$ cat config.mk
export PLATFORM = sky130hd
export DESIGN_NAME = pixel_to_rgba8_converter
export DESIGN_NICKNAME = d
export VERILOG_FILES = /design/src/hw/rtl/pr8_pkg.sv /design/src/hw/rtl/pr8_chan_conv.sv /design/src/hw/rtl/pixel_to_rgba8_converter.sv
export SDC_FILE = /design/constraint.sdc
export NUM_CORES = 2
export LEC_CHECK = 0
export BUFFER_PORTS_ARGS = -buffer_cell sky130_fd_sc_hd__clkbuf_2
export CORE_MARGIN = 3
export CORE_UTILIZATION = 36
export DETAILED_ROUTE_END_ITERATION = 8
export PLACE_DENSITY = 0.5
export SYNTH_ARGS = -nofsm -noshare
export SYNTH_HDL_FRONTEND = slang
export SYNTH_SLANG_ARGS = --single-unit
$ cat constraint.sdc
create_clock -name clk -period 17.1 [get_ports clk]
set_clock_uncertainty 0.05 [all_clocks]
set_input_delay 4.275 -clock clk [delete_from_list [all_inputs] [get_ports clk]]
set_output_delay 4.275 -clock clk [all_outputs]
set_load 0.005 [all_outputs]
$ cat src/hw/rtl/pr8_pkg.sv
// ----------------------------------------------------------------------------
// pr8_pkg
// source format codes shared by the converter modules
// ----------------------------------------------------------------------------
`default_nettype none

package pr8_pkg;

  localparam int unsigned FmtWidth = 3;

  typedef enum logic [FmtWidth-1:0] {
    FMT_GRAY        = 3'd0,
    FMT_COPY        = 3'd1,
    FMT_UNORM16     = 3'd2,
    FMT_SNORM16     = 3'd3,
    FMT_HALF        = 3'd4,
    FMT_FLOAT32     = 3'd5,
    FMT_UNSUPPORTED = 3'd6
  } fmt_t;

endpackage

`default_nettype wire

$ cat src/hw/rtl/pr8_chan_conv.sv
// ----------------------------------------------------------------------------
// pr8_chan_conv
// converts one channel word to an 8-bit unorm byte for the selected format
// ----------------------------------------------------------------------------
`default_nettype none

module pr8_chan_conv (
  input  pr8_pkg::fmt_t fmt,
  input  logic [31:0]   word,
  output logic [7:0]    res
);

  logic [16:0] un_w;
  logic [8:0]  un_q;

  logic [15:0] sn_t;
  logic [23:0] sn_y;
  logic [22:0] sn_z;
  logic [15:0] sn_rem;
  logic [8:0]  sn_q;

  logic [4:0]  h_exp;
  logic [9:0]  h_man;
  logic [7:0]  f_exp;
  logic [22:0] f_man;

  logic        fp_zero;
  logic        fp_sat;
  logic [23:0] fp_m;
  logic [5:0]  fp_k;
  logic [33:0] fp_prod;
  logic [33:0] fp_sum;
  logic [33:0] fp_sh;
  logic [7:0]  fp_q;

  // unorm16: floor((u + 128) / 257)
  always_comb begin
    un_w = {1'b0, word[15:0]} + 17'd128;
    un_q = un_w[16:8] - 9'({1'b0, un_w[7:0]} < un_w[16:8]);
  end

  // snorm16: floor((255t + 32767) / 65534), clamped at -32767
  always_comb begin
    if (word[15]) begin
      sn_t = (word[15:0] == 16'h8000) ? 16'd0 : (word[15:0] - 16'd32769);
    end else begin
      sn_t = word[15:0] + 16'd32767;
    end
    sn_y   = ({sn_t, 8'd0} - {8'd0, sn_t}) + 24'd32767;
    sn_z   = sn_y[23:1];
    sn_rem = {1'b0, sn_z[14:0]} + {8'd0, sn_z[22:15]};
    sn_q   = {1'b0, sn_z[22:15]} + 9'(sn_rem >= 16'd32767);
  end

  // half / float32 unpack to m / 2^k
  always_comb begin
    h_exp   = word[14:10];
    h_man   = word[9:0];
    f_exp   = word[30:23];
    f_man   = word[22:0];
    fp_zero = 1'b0;
    fp_sat  = 1'b0;
    fp_m    = 24'd0;
    fp_k    = 6'd0;
    if (fmt == pr8_pkg::FMT_HALF) begin
      if (((h_exp == 5'h1F) && (h_man != 10'd0)) || word[15]) begin
        fp_zero = 1'b1;
      end else if (h_exp >= 5'd15) begin
        fp_sat = 1'b1;
      end else if (h_exp == 5'd0) begin
        fp_m = {14'd0, h_man};
        fp_k = 6'd24;
      end else begin
        fp_m = {13'd0, 1'b1, h_man};
        fp_k = 6'd25 - {1'b0, h_exp};
      end
    end else begin
      if (((f_exp == 8'hFF) && (f_man != 23'd0)) || word[31]) begin
        fp_zero = 1'b1;
      end else if (f_exp >= 8'd127) begin
        fp_sat = 1'b1;
      end else if (f_exp < 8'd118) begin
        fp_zero = 1'b1;
      end else begin
        fp_m = {1'b1, f_man};
        fp_k = 6'(8'd150 - f_exp);
      end
    end
  end

  // floor((510m + 2^k) / 2^(k+1))
  always_comb begin
    fp_prod = ({10'd0, fp_m} << 9) - ({10'd0, fp_m} << 1);
    fp_sum  = fp_prod + (34'd1 << fp_k);
    fp_sh   = fp_sum >> (fp_k + 6'd1);
    if (fp_zero) begin
      fp_q = 8'd0;
    end else if (fp_sat || (|fp_sh[33:8])) begin
      fp_q = 8'hFF;
    end else begin
      fp_q = fp_sh[7:0];
    end
  end

  always_comb begin
    unique case (fmt)
      pr8_pkg::FMT_GRAY,
      pr8_pkg::FMT_COPY:    res = word[7:0];
      pr8_pkg::FMT_UNORM16: res = un_q[7:0];
      pr8_pkg::FMT_SNORM16: res = sn_q[7:0];
      pr8_pkg::FMT_HALF,
      pr8_pkg::FMT_FLOAT32: res = fp_q;
      default:              res = 8'd0;
    endcase
  end

endmodule

`default_nettype wire

$ cat src/hw/rtl/pixel_to_rgba8_converter.sv
// ----------------------------------------------------------------------------
// pixel_to_rgba8_converter
// converts one four-channel source pixel per beat into an rgba8 pixel
// ----------------------------------------------------------------------------
// Usage:
//   Input channel in_valid / in_stall carries four 32-bit channel words per
//   beat; the result channel out_valid / out_stall carries four bytes. A beat
//   moves on a rising edge with valid high and stall low.
//   cfg_wr_en / cfg_wr_data set the source format; write it only while no
//   pixel is in flight.
//   A pixel accepted into the input register is converted and captured in
//   the result register, which drives out_*.
//   Throughput: one pixel per cycle while out_stall is low, set by the single
//   conversion stage between the two registers.
//   Reset (rst_n low, synchronous) empties both registers and sets the
//   format to gray. While out_stall is high with a result held, the result
//   holds, one more pixel is taken into the input register, and in_stall
//   then rises until the result is taken.
// ----------------------------------------------------------------------------
`default_nettype none

module pixel_to_rgba8_converter (
  input  logic        clk,
  input  logic        rst_n,

  input  logic        cfg_wr_en,
  input  logic [2:0]  cfg_wr_data,

  input  logic        in_valid,
  output logic        in_stall,
  input  logic [31:0] in_chan_red,
  input  logic [31:0] in_chan_green,
  input  logic [31:0] in_chan_blue,
  input  logic [31:0] in_chan_alpha,

  output logic        out_valid,
  input  logic        out_stall,
  output logic [7:0]  out_red,
  output logic [7:0]  out_green,
  output logic [7:0]  out_blue,
  output logic [7:0]  out_alpha
);

  pr8_pkg::fmt_t fmt_r;

  logic        s1_vld_r;
  logic        s1_vld_nxt;
  logic [31:0] s1_red_r;
  logic [31:0] s1_green_r;
  logic [31:0] s1_blue_r;
  logic [31:0] s1_alpha_r;

  logic        out_vld_r;
  logic        out_vld_nxt;
  logic [7:0]  out_red_r;
  logic [7:0]  out_green_r;
  logic [7:0]  out_blue_r;
  logic [7:0]  out_alpha_r;

  logic        out_adv;
  logic        s1_load;
  logic        gray;
  logic [31:0] green_word;
  logic [31:0] blue_word;
  logic [7:0]  conv_red;
  logic [7:0]  conv_green;
  logic [7:0]  conv_blue;
  logic [7:0]  conv_alpha;

  always_comb begin
    out_adv     = !out_vld_r || !out_stall;
    s1_load     = !s1_vld_r || out_adv;
    in_stall    = !s1_load;
    s1_vld_nxt  = s1_load ? in_valid : s1_vld_r;
    out_vld_nxt = out_adv ? s1_vld_r : out_vld_r;
  end

  always_ff @(posedge clk) begin
    if (!rst_n) begin
      fmt_r <= pr8_pkg::FMT_GRAY;
    end else if (cfg_wr_en) begin
      fmt_r <= pr8_pkg::fmt_t'(cfg_wr_data);
    end
  end

  always_ff @(posedge clk) begin
    if (!rst_n) begin
      s1_vld_r  <= 1'b0;
      out_vld_r <= 1'b0;
    end else begin
      s1_vld_r  <= s1_vld_nxt;
      out_vld_r <= out_vld_nxt;
    end
  end

  always_ff @(posedge clk) begin
    if (s1_load && in_valid) begin
      s1_red_r   <= in_chan_red;
      s1_green_r <= in_chan_green;
      s1_blue_r  <= in_chan_blue;
      s1_alpha_r <= in_chan_alpha;
    end
  end

  // gray replicates the red byte, alpha forced opaque
  always_comb begin
    gray       = (fmt_r == pr8_pkg::FMT_GRAY);
    green_word = gray ? s1_red_r : s1_green_r;
    blue_word  = gray ? s1_red_r : s1_blue_r;
  end

  pr8_chan_conv u_conv_red (
    .fmt  (fmt_r),
    .word (s1_red_r),
    .res  (conv_red)
  );

  pr8_chan_conv u_conv_green (
    .fmt  (fmt_r),
    .word (green_word),
    .res  (conv_green)
  );

  pr8_chan_conv u_conv_blue (
    .fmt  (fmt_r),
    .word (blue_word),
    .res  (conv_blue)
  );

  pr8_chan_conv u_conv_alpha (
    .fmt  (fmt_r),
    .word (s1_alpha_r),
    .res  (conv_alpha)
  );

  always_ff @(posedge clk) begin
    if (out_adv && s1_vld_r) begin
      out_red_r   <= conv_red;
      out_green_r <= conv_green;
      out_blue_r  <= conv_blue;
      out_alpha_r <= gray ? 8'hFF : conv_alpha;
    end
  end

  assign out_valid = out_vld_r;
  assign out_red   = out_red_r;
  assign out_green = out_green_r;
  assign out_blue  = out_blue_r;
  assign out_alpha = out_alpha_r;

endmodule

`default_nettype wire

==> metrics <==
run status=completed; Vias/cell=about 6; most frequent cells in the layout=545 x nand2_1, 401 x ha_1, 385 x nor2_1, 377 x inv_1, 332 x a21oi_1; Int Power=1.46 mW; sw frac=0.501; initial antenna violation count=4; RSZ-0062 raised after global routing=no; yosys warns=0; commonest non-fill, non-tap cell in the layout=nand2_1; global-route wire length before repair=~220 mm; layout cells sized above 1=0.0852; initial core utilization=0.365; Die Span X=328 um; post-route antenna net violation count=0; PwrDens=roughly 73 nW/um^2; CTS tree=yes; Max Slew Vio Count=0; top post-synthesis cells by area=ha_1 13%, edfxtp_1 13%, nand2_1 5.5%, xnor2_1 4.8%, a21oi_1 4.4%; CP max-delay cell=buf_4; Setup crit end kind=register; top_reg_cell synth=edfxtp_1; VDD IR max=between 0.00006 and 0.00007 V; final setup fails=0; Final HPWL DP=roughly 120 mm; clk buf depth=2; hold crit path type=register to register; Hold Startpoint=s1_vld_r; Post-CTS Setup Repair Bufs=0; LEAKAGE=around 18 nW; reg2reg setup slack=roughly 6.6 ns; vias=38300; P_sw=1.46 mW; WHS Path Cells=2; Post-CTS Hold Buffers=0; number of synthesized flops with an enable pin=160; Root Buffer=clkbuf_16; Post-Syn Area=37400 um^2; Post-CTS Resized=0; H-tree depth=4; Synth Area in Simple Gates=0.233; Synth Area in Adders=0.175; clk_lat worst skew=a little over 0.5 ns; Unique masters post-synth=between 100 and 150; Final Util=0.391; Crit Path Class=register to register; Pre-Repair DR Iteration Count=6; remaining global-route overflow=0; sequential area share after synthesis=0.131; clock network power share=0.138; maximum fanout along the worst path=a little under 90; fraction of registers with async set or reset after synthesis=0; Critical Path AT=between 10 and 15 ns; DR iter-0 viols=about 4000; cell accounting for the most synthesized area=ha_1; cts bufs inserted=17; CP dominant cell by count=ha_1; Logic pwr share=0.684; DRC=0; Final min period=roughly 10 ns; Slew @ Worst Pin=approximately 1.1 ns; sequential share of power=0.178; area of the core=about 100000 um^2; Site Rows=around 120; Worst R2R Start=fmt_r[0]; CTS sink count=165; r2r endpoint=out_blue[5]; # nets final=5562; Cells after Synth=between 4000 and 5000; Area Growth Syn to Fin=6.91%; Fmax=around 95 MHz; GRT Util Overall=0.261; drt wl/cell=~23 um; GP Congestion=0.984; top cell type's share of synthesized area=0.134; Reg clk slew, reported paths=~0.080 ns; mux cell area share after synthesis=0.0702; Total Wirelength=146 mm; final worst-path cycle share=0.614; worst-case reg-to-reg path depth=42; maximum capacitance violations=0; largest net degree at the start of global routing=a little under 90; Worst path max stage delay=approximately 0.74 ns; relative slew slack=0.275; vias in the first global route=around 36000; Post-Synth XOR/XNOR Area=0.0707; Yosys reg bits=~170; Worst setup SP type=register; die area=between 100000 and 150000 um^2; Worst EP required=17.30 ns; Ports=170; Die Height=approximately 330 um; largest family of logic cells by synthesized area=compound AO/OA/AOI/OAI gates; I/O Buffers=between 150 and 200; Avg Inst Size Synth=around 7.6 um^2; final hold viol count=0; Synth Area in Compound Gates=0.255; Post-Route Setup TNS=0 ns; Hold Crit Endpoint=out_valid
==> state kept, by name, summed over array words and instances (netlist names) <==
signal      cells
out_blue        8
s1_green_r     32
out_alpha       8
s1_red_r       32
s1_alpha_r     32
s1_vld_r        1
fmt_r           3
s1_blue_r      32
out_green       8
out_valid       1
out_red         8
==> cells by family (layout without fill, tap and decap cells) <==
| family | count (synthesis) | in the layout |
|---|---|---|
| simple gates | 1777 | 1777 |
| compound gates | 1392 | 1392 |
| buf+inv | 629 | 636 |
| fa+ha+maj | 477 | 477 |
| xor+xnor | 299 | 299 |
| mux | 210 | 210 |
| flops | 165 | 165 |
| other cells | 1 | 7 |
==> power groups by stage <==
stage | Sequential [mW] | Combinational [mW] | Clock (mW)
4_1_cts | 0.518 | 1.96 | 0.417
6_report | 0.521 | 2.00 | 0.405
3_3_place_gp | 0.528 | 1.96 | 0
2_1_floorplan | 0.499 | 1.45 | 0
3_5_place_dp | 0.527 | 1.95 | 0
5_1_grt | 0.521 | 2.19 | 0.429
==> final cells by class <==
cell class / instances / area, um^2
antenna: 1 / 2.50
fill: 10900 / 62400
multi-input combinational: 4161 / 30100
timing repair buffer: 218 / 1210
sequential: 165 / 4910
clock buffer: 17 / 425
tap: 1368 / 1710
inverter: 386 / 1450
clock inverter: 15 / 179
==> metal layers <==
metal	track usage	up-vias	wire length, um
met3	0.0338	170	10800
met1	0.386	18400	68600
li1	-	18300	-
met5	0	-	8
met2	0.393	1534	61900
met4	0.0775	2	4260
==> critical path, delay by kind of cell (launching register included) <==
kind,cells,cell delay (ns)
muxes,1,0.25
adders and majority gates,6,1.41
DFF,1,0.49
AOI/OAI and AO/OA,14,3.41
buffers and inverters,6,1.57
xor gates and xnor gates,2,0.37
and+or+nand+nor,13,2.67
==> Yosys cell counts, types with 132 or more instances <==
| cell type | instances |
|---|---|
| xnor2_1 | 206 |
| nor3_1 | 132 |
| ha_1 | 401 |
| inv_1 | 377 |
| mux2i_1 | 136 |
| nand3_1 | 157 |
| nand2_1 | 545 |
| nor2_1 | 386 |
| edfxtp_1 | 160 |
| o21ai_0 | 244 |
| a21oi_1 | 332 |
| clkbuf_1 | 176 |
==> worst max-delay path by stage <==
stage	cells past startpoint	end	start
detailed placement	42	out_blue[5]	fmt_r[0]
floorplan	2	s1_alpha_r[0]	out_stall
finish	42	out_blue[5]	fmt_r[0]
global route	41	out_blue[5]	fmt_r[0]
global placement	42	out_blue[5]	fmt_r[0]
CTS	42	out_blue[5]	fmt_r[0]
==> metrics by stage <==
| stage | power [mW] | hold slack (ns) | setup WS [ns] | area (um^2) | cells |
|---|---|---|---|---|---|
| final | 2.93 | 0.472 | 6.61 | 40000 | 6331 |
| after detailed placement | 2.47 | 0.454 | 6.90 | 39400 | 6298 |
| after global placement | 2.49 | 0.462 | 6.98 | 39400 | 6298 |
| after floorplan | 1.95 | 0.416 | 6.26 | 37500 | 4955 |
| after CTS | 2.90 | 0.477 | 6.82 | 40000 | 6330 |
| after global routing | 3.14 | 0.529 | 5.65 | 40000 | 6330 |
Power figures use the tool's default switching activity.
